--- src/hw/rtl/mkd_pkg.sv ---
// ----------------------------------------------------------------------------
// mkd_pkg
// Shared constants, types and the Morse code table for the key decoder.
// ----------------------------------------------------------------------------
package mkd_pkg;

  localparam int MAX_SYMBOLS   = 6;
  localparam int TABLE_ENTRIES = 36;
  localparam int ROM_SIZE      = 36;

  localparam int CNT_W  = 18;
  localparam int THR_W  = 16;
  localparam int SCNT_W = $clog2(MAX_SYMBOLS + 1);
  localparam int ROM_AW = (ROM_SIZE > 1) ? $clog2(ROM_SIZE) : 1;
  localparam int TAB_CW = $clog2(TABLE_ENTRIES + 1);
  localparam int LEN_W  = 4;
  localparam int DASH_W = 8;
  localparam int CHAR_W = 7;

  localparam logic [CNT_W-1:0]  CNT_MAX      = {CNT_W{1'b1}};
  localparam logic [THR_W-1:0]  THR_RESET    = 16'd200;
  localparam logic [CHAR_W-1:0] UNKNOWN_CHAR = 7'h3F;

  typedef struct packed {
    logic [CHAR_W-1:0] ascii;
    logic [LEN_W-1:0]  len;
    logic [DASH_W-1:0] dashes;  // bit i set: symbol i is a dash
  } rom_entry_t;

  // one result item as it leaves the decoder
  typedef struct packed {
    logic [CHAR_W-1:0] letter;
    logic              letter_valid;
    logic              led_on;
  } result_t;

  function automatic rom_entry_t code_rom_at(input logic [ROM_AW-1:0] idx);
    rom_entry_t e;
    case (idx)
      6'd0:    e = '{7'h41, 4'd2, 8'h02};
      6'd1:    e = '{7'h42, 4'd4, 8'h01};
      6'd2:    e = '{7'h43, 4'd4, 8'h05};
      6'd3:    e = '{7'h44, 4'd3, 8'h01};
      6'd4:    e = '{7'h45, 4'd1, 8'h00};
      6'd5:    e = '{7'h46, 4'd4, 8'h04};
      6'd6:    e = '{7'h47, 4'd3, 8'h03};
      6'd7:    e = '{7'h48, 4'd4, 8'h00};
      6'd8:    e = '{7'h49, 4'd2, 8'h00};
      6'd9:    e = '{7'h4A, 4'd4, 8'h0E};
      6'd10:   e = '{7'h4B, 4'd3, 8'h05};
      6'd11:   e = '{7'h4C, 4'd4, 8'h02};
      6'd12:   e = '{7'h4D, 4'd2, 8'h03};
      6'd13:   e = '{7'h4E, 4'd2, 8'h01};
      6'd14:   e = '{7'h4F, 4'd3, 8'h07};
      6'd15:   e = '{7'h50, 4'd4, 8'h06};
      6'd16:   e = '{7'h51, 4'd4, 8'h0B};
      6'd17:   e = '{7'h52, 4'd3, 8'h02};
      6'd18:   e = '{7'h53, 4'd3, 8'h00};
      6'd19:   e = '{7'h54, 4'd1, 8'h01};
      6'd20:   e = '{7'h55, 4'd3, 8'h04};
      6'd21:   e = '{7'h56, 4'd4, 8'h08};
      6'd22:   e = '{7'h57, 4'd3, 8'h06};
      6'd23:   e = '{7'h58, 4'd4, 8'h09};
      6'd24:   e = '{7'h59, 4'd4, 8'h0D};
      6'd25:   e = '{7'h5A, 4'd4, 8'h03};
      6'd26:   e = '{7'h30, 4'd5, 8'h1F};
      6'd27:   e = '{7'h31, 4'd5, 8'h1E};
      6'd28:   e = '{7'h32, 4'd5, 8'h1C};
      6'd29:   e = '{7'h33, 4'd5, 8'h18};
      6'd30:   e = '{7'h34, 4'd5, 8'h10};
      6'd31:   e = '{7'h35, 4'd5, 8'h00};
      6'd32:   e = '{7'h36, 4'd5, 8'h01};
      6'd33:   e = '{7'h37, 4'd5, 8'h03};
      6'd34:   e = '{7'h38, 4'd5, 8'h07};
      6'd35:   e = '{7'h39, 4'd5, 8'h0F};
      default: e = '{UNKNOWN_CHAR, 4'd0, 8'h00};  // len 0 never matches
    endcase
    return e;
  endfunction

endpackage

--- src/hw/rtl/mkd_code_rom.sv ---
// ----------------------------------------------------------------------------
// mkd_code_rom
// Synchronous Morse code table, one entry read per cycle, registered data.
// ----------------------------------------------------------------------------
module mkd_code_rom (
  input  logic                      clk,
  input  logic                      rd_en,
  input  logic [mkd_pkg::ROM_AW-1:0] rd_addr,
  output mkd_pkg::rom_entry_t       rd_data
);
  import mkd_pkg::*;

  rom_entry_t mem [ROM_SIZE];
  rom_entry_t rd_data_r;

  always_comb begin
    for (int i = 0; i < ROM_SIZE; i++) begin
      mem[i] = code_rom_at(ROM_AW'(i));
    end
  end

  always_ff @(posedge clk) begin
    if (rd_en) begin
      rd_data_r <= mem[rd_addr];
    end
  end

  assign rd_data = rd_data_r;

endmodule

--- src/hw/rtl/mkd_ctrl.sv ---
// ----------------------------------------------------------------------------
// mkd_ctrl
// Per-tick key state update and table walk sequencer.
// ----------------------------------------------------------------------------
module mkd_ctrl (
  input  logic                        clk,
  input  logic                        rst_n,
  input  logic [mkd_pkg::THR_W-1:0]   threshold,
  input  logic                        key_vld,
  input  logic                        key_pressed,
  output logic                        key_rdy,
  input  logic                        out_free,
  output logic                        res_vld,
  output mkd_pkg::result_t            res,
  output logic                        rom_rd_en,
  output logic [mkd_pkg::ROM_AW-1:0]  rom_rd_addr,
  input  mkd_pkg::rom_entry_t         rom_rd_data
);
  import mkd_pkg::*;

  typedef enum logic [1:0] {ST_IDLE, ST_SEARCH, ST_DONE} state_t;

  state_t                  state_r, state_nxt;
  logic                    holding_r, holding_nxt;
  logic [CNT_W-1:0]        hold_r, hold_nxt;
  logic [CNT_W-1:0]        gap_r, gap_nxt;
  logic [MAX_SYMBOLS-1:0]  sym_r, sym_nxt;
  logic [SCNT_W-1:0]       scnt_r, scnt_nxt;
  logic [MAX_SYMBOLS-1:0]  srch_sym_r, srch_sym_nxt;
  logic [SCNT_W-1:0]       srch_cnt_r, srch_cnt_nxt;
  logic [TAB_CW-1:0]       addr_r, addr_nxt;
  logic                    cmp_vld_r, cmp_vld_nxt;
  logic [CHAR_W-1:0]       ch_r, ch_nxt;

  logic                    accept;
  logic [CNT_W-1:0]        hold_inc;
  logic [CNT_W-1:0]        gap_inc;
  logic [CNT_W-1:0]        gap_limit;
  logic                    released;
  logic                    is_dash;
  logic                    fire;
  logic                    match;

  assign key_rdy   = (state_r == ST_IDLE) && out_free;
  assign accept    = key_vld && key_rdy;
  assign gap_limit = (CNT_W'(threshold) << 1) + CNT_W'(threshold);
  assign hold_inc  = (hold_r == CNT_MAX) ? hold_r : hold_r + 1'b1;
  assign gap_inc   = (gap_r == CNT_MAX) ? gap_r : gap_r + 1'b1;
  assign match     = cmp_vld_r
                   && (rom_rd_data.len == LEN_W'(srch_cnt_r))
                   && (rom_rd_data.dashes == DASH_W'(srch_sym_r));

  assign rom_rd_en   = (state_r == ST_SEARCH) && (addr_r < TAB_CW'(TABLE_ENTRIES));
  assign rom_rd_addr = ROM_AW'(addr_r);

  always_comb begin
    state_nxt    = state_r;
    holding_nxt  = holding_r;
    hold_nxt     = hold_r;
    gap_nxt      = gap_r;
    sym_nxt      = sym_r;
    scnt_nxt     = scnt_r;
    srch_sym_nxt = srch_sym_r;
    srch_cnt_nxt = srch_cnt_r;
    addr_nxt     = addr_r;
    cmp_vld_nxt  = 1'b0;
    ch_nxt       = ch_r;
    released     = 1'b0;
    is_dash      = 1'b0;
    fire         = 1'b0;
    res_vld      = 1'b0;
    res          = '0;

    case (state_r)
      ST_IDLE: begin
        if (accept) begin
          if (holding_r) begin
            hold_nxt = hold_inc;
          end
          if (key_pressed && !holding_r) begin
            holding_nxt = 1'b1;
            hold_nxt    = '0;
          end else if (!key_pressed && holding_r) begin
            is_dash     = !(hold_inc < CNT_W'(threshold));
            holding_nxt = 1'b0;
            gap_nxt     = '0;
            released    = 1'b1;
            if (scnt_r < SCNT_W'(MAX_SYMBOLS)) begin
              sym_nxt  = sym_r | (MAX_SYMBOLS'(is_dash) << scnt_r);
              scnt_nxt = scnt_r + 1'b1;
            end
          end
          if (!holding_nxt && !released) begin
            gap_nxt = gap_inc;
            fire    = (gap_inc > gap_limit) && (scnt_r != '0);
          end
          if (fire) begin
            // pattern moves to the search registers, walk starts at entry 0
            srch_sym_nxt = sym_r;
            srch_cnt_nxt = scnt_r;
            sym_nxt      = '0;
            scnt_nxt     = '0;
            addr_nxt     = '0;
            state_nxt    = ST_SEARCH;
          end else begin
            res_vld    = 1'b1;
            res.led_on = holding_nxt;
          end
        end
      end
      ST_SEARCH: begin
        if (rom_rd_en) begin
          addr_nxt    = addr_r + 1'b1;
          cmp_vld_nxt = 1'b1;
        end
        if (match) begin
          ch_nxt    = rom_rd_data.ascii;
          state_nxt = ST_DONE;
        end else if (!cmp_vld_r && !rom_rd_en) begin
          ch_nxt    = UNKNOWN_CHAR;
          state_nxt = ST_DONE;
        end
      end
      ST_DONE: begin
        if (out_free) begin
          res_vld          = 1'b1;
          res.letter_valid = 1'b1;
          res.letter       = ch_r;
          state_nxt        = ST_IDLE;
        end
      end
      default: begin
        state_nxt = ST_IDLE;
      end
    endcase
  end

  always_ff @(posedge clk) begin
    if (!rst_n) begin
      state_r    <= ST_IDLE;
      holding_r  <= 1'b0;
      hold_r     <= '0;
      gap_r      <= '0;
      sym_r      <= '0;
      scnt_r     <= '0;
      cmp_vld_r  <= 1'b0;
      addr_r     <= '0;
    end else begin
      state_r    <= state_nxt;
      holding_r  <= holding_nxt;
      hold_r     <= hold_nxt;
      gap_r      <= gap_nxt;
      sym_r      <= sym_nxt;
      scnt_r     <= scnt_nxt;
      cmp_vld_r  <= cmp_vld_nxt;
      addr_r     <= addr_nxt;
    end
    srch_sym_r <= srch_sym_nxt;
    srch_cnt_r <= srch_cnt_nxt;
    ch_r       <= ch_nxt;
  end

endmodule

--- src/hw/rtl/morse_key_decoder.sv ---
// A tick that decodes no letter has its result registered in the cycle after it is taken.
// A tick that closes a letter walks the code table, one entry per cycle from the synchronous
// ROM until a match or the table end (36 entries), then waits for a free output register.
// Throughput: one tick at a time; the next waits for its result and a free output register.
// Reset: synchronous active-low rst_n clears key state, pattern and output valid;
// threshold returns to 200.
// ----------------------------------------------------------------------------
// morse_key_decoder
// Morse key decoder: times key holds and gaps, walks the code table per letter.
// ----------------------------------------------------------------------------
module morse_key_decoder (
  input  logic        clk,
  input  logic        rst_n,
  input  logic        cfg_wr_en,
  input  logic [15:0] cfg_wr_data,   // threshold_ticks
  input  logic        in_tvalid,
  output logic        in_tready,
  input  logic [7:0]  in_tdata,      // [0] key_pressed, [7:1] zero
  output logic        out_tvalid,
  input  logic        out_tready,
  output logic [15:0] out_tdata      // [0] led_on, [1] letter_valid, [8:2] letter, [15:9] zero
);
  import mkd_pkg::*;

  logic [THR_W-1:0]  thr_r;
  logic              out_vld_r;
  result_t           out_res_r;
  logic              out_free;
  logic              res_vld;
  result_t           res;
  logic              rom_rd_en;
  logic [ROM_AW-1:0] rom_rd_addr;
  rom_entry_t        rom_rd_data;

  assign out_free = !out_vld_r || out_tready;

  always_ff @(posedge clk) begin
    if (!rst_n) begin
      thr_r     <= THR_RESET;
      out_vld_r <= 1'b0;
    end else begin
      if (cfg_wr_en) begin
        thr_r <= cfg_wr_data;
      end
      if (res_vld) begin
        out_vld_r <= 1'b1;
      end else if (out_tready) begin
        out_vld_r <= 1'b0;
      end
    end
    if (res_vld) begin
      out_res_r <= res;
    end
  end

  mkd_ctrl u_ctrl (
    .clk         (clk),
    .rst_n       (rst_n),
    .threshold   (thr_r),
    .key_vld     (in_tvalid),
    .key_pressed (in_tdata[0]),
    .key_rdy     (in_tready),
    .out_free    (out_free),
    .res_vld     (res_vld),
    .res         (res),
    .rom_rd_en   (rom_rd_en),
    .rom_rd_addr (rom_rd_addr),
    .rom_rd_data (rom_rd_data)
  );

  mkd_code_rom u_rom (
    .clk     (clk),
    .rd_en   (rom_rd_en),
    .rd_addr (rom_rd_addr),
    .rd_data (rom_rd_data)
  );

  assign out_tvalid = out_vld_r;
  assign out_tdata  = {7'd0, out_res_r};

endmodule

--- config.mk ---
export PLATFORM = sky130hd
export DESIGN_NAME = morse_key_decoder
export DESIGN_NICKNAME = d
export VERILOG_FILES = /design/src/hw/rtl/mkd_pkg.sv /design/src/hw/rtl/mkd_code_rom.sv /design/src/hw/rtl/mkd_ctrl.sv /design/src/hw/rtl/morse_key_decoder.sv
export SDC_FILE = /design/constraint.sdc
export NUM_CORES = 1
export LEC_CHECK = 0
export BUFFER_PORTS_ARGS = -buffer_cell sky130_fd_sc_hd__buf_2
export CAP_MARGIN = 30
export CORE_MARGIN = 5
export CORE_UTILIZATION = 30
export DETAILED_ROUTE_END_ITERATION = 8
export MAX_ROUTING_LAYER = met4
export PLACE_DENSITY = 0.49
export SKIP_CTS_REPAIR_TIMING = 1
export SYNTH_ARGS = -nofsm -noshare
export SYNTH_HDL_FRONTEND = slang
export SYNTH_HIERARCHICAL = 1
export SYNTH_SLANG_ARGS = --single-unit
--- constraint.sdc ---
create_clock -name clk -period 7.9 [get_ports clk]
set_input_delay 1.185 -clock clk [delete_from_list [all_inputs] [get_ports clk]]
set_output_delay 1.185 -clock clk [all_outputs]
set_load 0.05 [all_outputs]
== Word level (Yosys, flattened, before mapping) ==
Memory sizes are Yosys's and may differ from the RTL's. A register that Yosys moved wholly into a read port is not among the register bits.
Cells that the tools add are included.

* Add/sub/neg operators: 5
* $lt $le $gt $ge: 4
* Equality and inequality tests: 13
* Shift-type cells: 1
* Multiplexer cells: 46
* Bitwise operators: 4
* Reductions and logical operators: 39

{| class="wikitable"
|+ Operators with widths
! cell !! count
|-
| $mux W18 || 7
|-
| $mux W6 || 7
|-
| $add A18 B1 Y18 const B || 2
|-
| $eq A18 B18 Y1 const B || 2
|-
| $add A17 B16 Y18 || 1
|-
| $gt A18 B18 Y1 || 1
|-
| $lt A18 B16 Y1 || 1
|-
| $mux W1 || 18
|-
| $mux W7 || 2
|-
| $reduce_bool A2 Y1 || 7
|-
| $mux W3 || 4
|-
| $pmux W6 S2 || 1
|-
| $reduce_and A4 Y1 || 3
|-
| $logic_and A1 B1 Y1 || 10
|-
| $mux W2 || 5
|-
| $eq A8 B6 Y1 || 1
|-
| $logic_not A1 Y1 || 8
|-
| $reduce_and A2 Y1 || 4
|-
| $not A6 Y7 || 1
|-
| $add A6 B1 Y6 const B || 1
|-
| $lt A6 B6 Y1 const B || 1
|-
| $ne A2 B1 Y1 const B || 3
|-
| $ne A2 B2 Y1 const B || 3
|-
| $or A6 B6 Y6 || 1
|-
| 16 further kinds || 18
|}

* Bits in registers: 97
* ROM bits: 1216
* Output and inout bits: 18
* Logic and storage cells: 129
* Memories: 1

{| class="wikitable"
|+ Memories
! memory !! words !! width !! rd ports !! clocked after Yosys merged registers in !! wr ports !! RTL line !! source
|-
| (name not given) || 64 || 19 || 1 || 1 || 0 || mkd_code_rom.sv:24 || <nowiki>rd_data_r <= mem[rd_addr];</nowiki>
|}

== Longest topological paths before layout ==
Gate-level depths: netlist of run 1.

* Word-level depth: 15
* Gate-level depth with buffers: 19
* Depth with buffers taken out: 18

== Modules after synthesis ==
The synthesis of run 1 kept the hierarchy.

{| class="wikitable"
|+ By module, submodules not included
! module !! times used !! cells each !! area an instance (um2) !! sequential area each (um2)
|-
| mkd_ctrl || 1 || 640 || 5417.7 || 1581.5
|-
| mkd_code_rom || 1 || 131 || 1193.6 || 450.4
|-
| morse_key_decoder || 1 || 72 || 972.2 || 610.6
|}

== Worst setup path before layout of run 1 ==
OpenSTA, ideal clock, no wires.

* Kind: register to register
* Start point: register thr_r[1]
* End point: register u_ctrl.scnt_r[2]
* Setup time: 0.072 ns
* Arrival time: 4.296 ns
* Slack: 3.532 ns
* Cell stages (with the launch flop): 20
* Buffers on the path: 2
* Period minus slack after synthesis: 4.368 ns
* Cells stage by stage: dfxtp_1 -> ha_1 -> fa_1 -> a21o_1 -> a21oi_1 -> o21a_1 -> o31ai_1 -> o41a_1 -> a211o_1 -> a21oi_1 -> ha_1 -> nand4_1 -> or2_2 -> o311ai_1 -> nor3_1 -> a211oi_1 -> clkbuf_1 -> buf_6 -> nand2_1 -> mux2i_1

* Word-level cells in the longest chain between the ends: 8
* Elaborated cells on any way between the ends: 11

{| class="wikitable"
|+ Ends and longest elaborated chain
! item !! RTL line !! source
|-
| start, declared || morse_key_decoder.sv:25 || <nowiki>logic [THR_W-1:0] thr_r;</nowiki>
|-
| start signal, assigned || morse_key_decoder.sv:43 || <nowiki>thr_r <= cfg_wr_data;</nowiki>
|-
| $add A17 B16 Y18 (*) || mkd_ctrl.sv:46 || <nowiki>assign gap_limit = (CNT_W'(threshold) << 1) + CNT_W'(threshold);</nowiki>
|-
| $gt A18 B18 Y1 (*) || mkd_ctrl.sv:95 || <nowiki>fire = (gap_inc > gap_limit) && (scnt_r != '0);</nowiki>
|-
| $logic_and A1 B1 Y1 (*) || mkd_ctrl.sv:95 ||
|-
| $mux W1 (*) || mkd_ctrl.sv:93 || <nowiki>if (!holding_nxt && !released) begin</nowiki>
|-
| $mux W1 (*) || mkd_ctrl.sv:76 || <nowiki>if (accept) begin</nowiki>
|-
| $mux W1 (*) || mkd_ctrl.sv:74 || <nowiki>case (state_r)</nowiki>
|-
| $ne A2 B2 Y1 (no line) or $reduce_bool A2 Y1 (tied branches) || - ||
|-
| $reduce_and A5 Y1 (no line) || - ||
|-
| end signal, assigned || mkd_ctrl.sv:154 || <nowiki>scnt_r <= scnt_nxt;</nowiki>
|-
| end, declared || mkd_ctrl.sv:28 || <nowiki>logic [SCNT_W-1:0] scnt_r, scnt_nxt;</nowiki>
|}

Every way passes the cells marked *; elsewhere a longest branch is shown, timed or not. The select of a mux whose other input is x is not followed.
A chain may end at the register's enable or synchronous reset.

== Final worst setup path of run 1 ==
* Start point: register thr_r[1]
* End point: register u_ctrl.sym_r[2]

* Word-level cells in the longest chain between the ends: 8
* Elaborated cells on any way between the ends: 18

{| class="wikitable"
|+ Ends and longest elaborated chain
! item !! RTL line !! source
|-
| $add A17 B16 Y18 or $lt A18 B16 Y1 (tied branches) || mkd_ctrl.sv:46, mkd_ctrl.sv:84 ||
|-
| $gt A18 B18 Y1 or $logic_not A1 Y1 (tied branches) || mkd_ctrl.sv:95, mkd_ctrl.sv:84 ||
|-
| $logic_and A1 B1 Y1 or $shl A1 B3 Y6 (tied branches) || mkd_ctrl.sv:95, mkd_ctrl.sv:89 ||
|-
| $mux W1 or $or A6 B6 Y6 (tied branches) || mkd_ctrl.sv:93, mkd_ctrl.sv:89 ||
|-
| $mux W1 or $mux W6 (tied branches) || mkd_ctrl.sv:76, mkd_ctrl.sv:88 ||
|-
| $mux W1 or $mux W6 (tied branches) || mkd_ctrl.sv:74, mkd_ctrl.sv:83 ||
|-
| $ne A2 B2 Y1 (no line), or another cell as far along || - ||
|-
| $reduce_and A5 Y1 (no line) or $mux W6 (tied branches) || - ||
|-
| end signal, assigned || mkd_ctrl.sv:153 || <nowiki>sym_r <= sym_nxt;</nowiki>
|-
| end, declared || mkd_ctrl.sv:27 || <nowiki>logic [MAX_SYMBOLS-1:0] sym_r, sym_nxt;</nowiki>
|}

Parallel ways exist; a longest one is shown, timed or not. The select of a mux whose other input is x is not followed.

==> results of run 1 <==
-- flip-flops by register name, summed over array words and instances, names as in the netlist --
signal / flops
u_ctrl/gap_r: 18
u_ctrl/state_r: 2
u_ctrl/holding_r: 1
out_tdata: 9
u_ctrl/cmp_vld_r: 1
u_rom/rd_data: 15
u_ctrl/ch_r: 7
u_ctrl/srch_sym_r: 6
u_ctrl/srch_cnt_r: 3
u_ctrl/hold_r: 18
out_tvalid: 1
u_ctrl/scnt_r: 3
u_ctrl/sym_r: 6
thr_r: 16
u_ctrl/rom_rd_addr: 6
-- final cells by class --
class | instances | area (um^2) | share of cell area, %
diodes | 1 | 2.50 | 0.0303
inverters | 39 | 146 | 1.77
clock inverters | 7 | 85.1 | 1.03
repair buffers | 39 | 213 | 2.58
well taps | 330 | 413 | 5.00
multi-input cells | 652 | 4530 | 54.8
flip-flops and latches | 112 | 2640 | 32.0
clock buffers | 9 | 225 | 2.73
-- critical path, cell delays in order (launching register included) --
cell	delay, ns
dfxtp_1	0.38
ha_1	0.24
fa_1	0.41
a21o_1	0.18
a21oi_1	0.27
o21a_1	0.19
o31ai_1	0.10
o41a_1	0.40
a211o_1	0.31
a21oi_1	0.15
ha_1	0.16
nand4_1	0.22
or2_2	0.36
o311ai_1	0.36
nor3_1	0.18
a211oi_2	0.37
buf_4	0.29
and4_1	0.21
a22o_1	0.12
-- kinds of logic (layout without fill, tap and decap cells) --
kind of cell	Yosys count	in the layout	synth area share, %
AO/OA/AOI/OAI	211	211	18.4
AND/OR/NAND/NOR	287	287	20.3
other	2	12	0.0990
multiplexers	30	30	4.17
buffers and inverters	88	94	5.97
flip-flops	112	112	34.8
adder cells (fa/ha/maj)	63	63	10.5
XOR/XNOR	50	50	5.77
-- routing by layer --
layer | global-route usage, % | up-vias
met5 | - | -
met4 | 3.85 | 0
met3 | 1.94 | 18
met2 | 20.4 | 94
met1 | 16.9 | 2748
li1 | - | 3075
-- worst paths after layout --
check,from,end,cells after the start
setup / recovery,thr_r[1],u_ctrl/sym_r[2],18
setup reg to reg,thr_r[1],u_ctrl/sym_r[2],18
hold / removal,u_ctrl/sym_r[1],u_ctrl/srch_sym_r[1],0
hold reg to reg,u_ctrl/sym_r[1],u_ctrl/srch_sym_r[1],0
-- report_power, final --
part,internal [W],switching (W),total [W]
clock network,0.000229,0.000252,0.000481
registers,0.000602,0.0000103,0.000612
logic,0.0000529,0.0000956,0.000149
-- through the flow --
step,cell area [um^2],std cells
floorplan,7620,852
global placement,7930,1170
detailed placement,7940,1172
CTS,8250,1188
global route,8250,1189
finish,8250,1189
-- synth_stat cells, drive strengths merged (3+ instances only) --
library cell   n  area [um^2]
nor2b         17          106
a21o          22          165
xor2          18          158
nor4           7         65.1
or3            9         56.3
nand2b        21          131
xnor2         32          280
inv           39          146
o31ai          5         37.5
a31oi         12         75.1
mux2           3         33.8
edfxtp        40         1200
buf           28          228
nand3         29          158
dfxtp         72         1440
nand2         57          216
nor2          54          203
o221ai         3         26.3
a22o          12          105
o21ai         40          200
clkbuf        21         78.8
a211o          7         61.3
and4          10         91.3
ha            62          776
a21oi         66          330
nor3          22          110
a22oi          4         30.0
nand4         13         81.3
a21boi         4         30.0
and3          17          109
and2          16          100
or2            5         31.3
mux2i         26          260
a41oi          3         33.8
nor3b          6         45.0
o21a           6         45.0
a211oi         5         37.5
o211a          3         30.0
==> impl_metrics.toml, run 1 <==
[floorplan]
fp.dieH_um = 169
fp.coreArea_um2 = 25000
num_io_pins = 47
start_util_pct = 30.3
die-area_um2 = 28600
rows = 58
die_x_um = 169

[placed_design]
preCtsSetupSlack_ns = 2.95
routabilityCongestion = 0.828
portBuffers = 32
place_hpwl_um = 12900

[min_path]
hp-class = "reg -> reg"

[drt]
viasPerCell = 4.99
vias = 5935
dr_wl_met2_um = 8070
topRoutingLayerUsed = "met4"
wl_met3_um = 550
dr.pass1.iters = 6
wl_um = 17300
drt_iter0_markers = 332
drt-met1-wl_um = 8470
wl_per_cell_um = 14.6
drc = 0
ant_nets = 0

[global_routing]
overflow = 0
grt_pass1_vias = 5623
antenna_found_initial = 1
grt_max_degree = 32
grt_pass1_wl_um = 29100
grt_use_total_pct = 12.8

[logic_synthesis]
synth_edf_count = 40
ys.warnings.count = 6
ys_async_sr_fraction_pct = 0
syn-cell-area_um2 = 7580
synthCells = 843
syn_area_per_cell_um2 = 9.00
ys_seq_area_share_pct = 34.8
ys.flop_type = "dfxtp_1"
ys_ff_latch = 112
yosysUniqueCellTypes = 75

[layout]
areaGrowthSynthToFinish_pct = 8.84
final_cell_mix = "72 x dfxtp_1, 66 x a21oi_1, 62 x ha_1"
layout_commonest_cell = "dfxtp_1"
nFillCells = 2626
final_nets = 945
postLayoutCoreUtil_pct = 33.0
drive_gt1_share_pct = 9.09

[worst_setup_path]
path_class = "reg -> reg"
crit_path_end_kind = "flip-flop"
required_ns = 8.21
critPathArrivalTime_ns = 5.28
r2r_slack_ns = 2.93
path_max_fanout = 18
crit_path_start_kind = "flip-flop"

[cts]
numCtsBuffers = 9
cts.sinks = 112
clock_latency_ns = 0.37
cts_tree = "done"
clk_path_buf_depth = 2
cts_max_level = 3
root_buffer = "clkbuf_16"
clk_pin_slew_ns = 0.08

[timing]
rsz0062_at_grt = "false"
slew_violations = 0
timing_hold_violations_final = 0
post-route-period-util_pct = 63.0
hold-worst-slack_ns = 0.449
max_freq_mhz = 201
min_period_ns = 4.97
setup_ws_ns = 2.93
setup-tns-final_ns = 0
max-slew-margin-rel_pct = 31.9
setup_viol = 0
skew_ns = 0.00866
tightestPinTransition_ns = 1.02

[power_and_ir_drop]
worst_ir_drop_vdd_mv = 0.0922
power.density_nw_per_um2 = 150
total_power_w = 0.00124
leakagePower_nw = 3.46

[flow_run]
cap_violations = 0

[run_status]
status = "finished, final reports clean"
No activity file was read; power rests on OpenSTA's default activity.
==> inputs of run 2 (changes only) <==
--- a/config.mk
+++ b/config.mk
@@ -11,7 +11,7 @@
 export CORE_UTILIZATION = 30
 export DETAILED_ROUTE_END_ITERATION = 8
 export MAX_ROUTING_LAYER = met4
-export PLACE_DENSITY = 0.49
+export PLACE_DENSITY = 0.51
 export SKIP_CTS_REPAIR_TIMING = 1
 export SYNTH_ARGS = -nofsm -noshare
 export SYNTH_HDL_FRONTEND = slang
==> constraint.sdc (replaced) <==
create_clock -name clk -period 4 [get_ports clk]
set_input_delay 0.6 -clock clk [delete_from_list [all_inputs] [get_ports clk]]
set_output_delay 0.6 -clock clk [all_outputs]
set_load 0.05 [all_outputs]
==> run 2 against run 1 <==
The run now ends with setup timing left; count of clock-buffer cells in the layout unchanged; critical path depth increased by 2; non-clock buffer count increased by 69; combinational power increased by 140%; wire length increased by 3.5%; worst setup slack got worse by 3.2 ns; via count increased by 4.1%; clock skew decreased by 0.0014 ns; global-route usage increased by 0.16 points; flip-flop and latch count unchanged; core utilization increased by 2.6 points; register-to-register slack got worse by 3.2 ns; largest cell class unchanged.
==> impl_metrics.toml, run 2 (synthesized netlist as in run 1, its figures left out) <==
[flow_run]
cap_violations = 0

[placed_design]
place_area_um2 = 8480
routabilityCongestion = 0.854
dp.cells = 1235
portBuffers = 32
place_hpwl_um = 13500
preCtsSetupSlack_ns = -0.280

[worst_setup_path]
path_max_fanout = 16
required_ns = 4.30
crit_path_start_kind = "flip-flop"
crit_path_end_kind = "flip-flop"
path_class = "reg -> reg"
critPathArrivalTime_ns = 4.52

[layout]
drive_gt1_share_pct = 17.8
final_nets = 1014
stdcell_area_um2 = 8910
layout_commonest_cell = "buf_4"
nFillCells = 2560
fin_cells = 1258
final_cell_mix = "72 x buf_4, 70 x dfxtp_1, 61 x ha_1"
areaGrowthSynthToFinish_pct = 17.5
top_regs = "u_ctrl/gap_r x18, u_ctrl/hold_r x18, thr_r x16"

[power_and_ir_drop]
p_int_w = 0.00179
leakagePower_nw = 3.83
power.switching_w = 0.000717
seqPwrFrac_pct = 48.1
power.density_nw_per_um2 = 281
combinationalPowerShare_pct = 14.4
clockPowerShare_pct = 37.6
switching_share_pct = 28.6
worst_ir_drop_vdd_mv = 0.179

[timing]
rsz0062_at_grt = "true"
min_period_ns = 4.23
slew_violations = 0
max_freq_mhz = 237
timing_hold_violations_final = 0
setup_ws_ns = -0.227
tightestPinTransition_ns = 0.703
post-route-period-util_pct = 106
max-slew-margin-rel_pct = 53.1
skew_ns = 0.00728
setup_viol = 35

[run_status]
status = "finished, violations left"
violations = "setup timing"

[drt]
vias = 6176
drt_iter0_markers = 326
dr.pass1.iters = 5
drc = 0
wl_per_cell_um = 14.3
wl_um = 18000
ant_nets = 0
viasPerCell = 4.91

[floorplan]
die-area_um2 = 28600
rows = 58
fp.coreArea_um2 = 25000
fp.dieH_um = 169
die_x_um = 169
num_io_pins = 47
start_util_pct = 30.3

[cts]
cts_max_level = 3
numCtsBuffers = 9
cts.sinks = 112
clk_path_buf_depth = 2
cts_tree = "done"
root_buffer = "clkbuf_16"
clk_pin_slew_ns = 0.08
clock_latency_ns = 0.36

[global_routing]
grt_use_total_pct = 13.0
grt_pass1_vias = 5870
grt_pass1_wl_um = 29700
antenna_found_initial = 1
grt_max_degree = 31
overflow = 0

[min_path]
hp-class = "reg -> reg"
-- run 2: cell types whose count changed in the layout (fill, tap and decap cells not counted), moves of 3 or more --
cell     delta
a21oi_2     +6
a21oi_1     -6
nor2_1      -3
buf_4      +65
-- run 2: stage by stage --
stage / setup TNS [ns] / util [%] / total power (W) / hold slack (ns)
after global routing: -14.40 / 35.6 / 0.00264 / 0.464
after detailed placement: -7.51 / 33.9 / 0.00158 / 0.419
after floorplan: 0 / - / 0.00147 / 0.406
final: -5.76 / 35.6 / 0.00251 / 0.450
after global placement: -7.51 / 33.8 / 0.00158 / 0.424
after CTS: -9.75 / 35.1 / 0.00255 / 0.438
-- run 2: path summary, 6_finish.rpt --
check	from	to	slack, ns	cells after the start
max reg2reg	thr_r[1]	u_ctrl/rom_rd_addr[3]	-0.23	20
max	thr_r[1]	u_ctrl/rom_rd_addr[3]	-0.23	20
min reg2reg	u_ctrl/sym_r[3]	u_ctrl/srch_sym_r[3]	0.45	0
min	u_ctrl/sym_r[3]	u_ctrl/srch_sym_r[3]	0.45	0
-- run 2: power by group through the flow --
stage / registers (W) / clock network, W / logic (W)
floorplan: 0.00125 / 0 / 0.000222
global placement: 0.00123 / 0 / 0.000348
detailed placement: 0.00123 / 0 / 0.000351
CTS: 0.00121 / 0.000987 / 0.000352
global route: 0.00121 / 0.00103 / 0.000403
finish: 0.00121 / 0.000942 / 0.000360
-- run 2: critical path, cell delays in order, from the launching register on --
cell and delay [ns]:
dfxtp_4 0.37, ha_4 0.16, fa_2 0.34, a21o_1 0.17
a21oi_2 0.15, o21a_1 0.16, o31ai_1 0.09, o41a_1 0.40
a211o_1 0.30, a21oi_2 0.13, ha_1 0.17, nand4_1 0.17
or2_4 0.29, o311ai_4 0.31, buf_4 0.18, nor3_4 0.04
a211oi_2 0.22, buf_6 0.18, buf_4 0.13, nand2_1 0.05
mux2i_1 0.12
-- run 2: layout make-up --
type	count	area, um^2	share of cell area, %
multi-input cells	652	4620	51.9
flip-flops and latches	112	2650	29.7
repair buffers	108	768	8.62
well taps	330	413	4.63
clock buffers	9	225	2.53
inverters	39	146	1.64
clock inverters	7	85.1	0.955
diodes	1	2.50	0.0281
-- run 2: per-layer routing --
metal	wire length (um)	global-route usage, %
met1	8520	16.6
met2	8640	21.5
met3	507	1.80
met4	289	3.78
met5	0	-
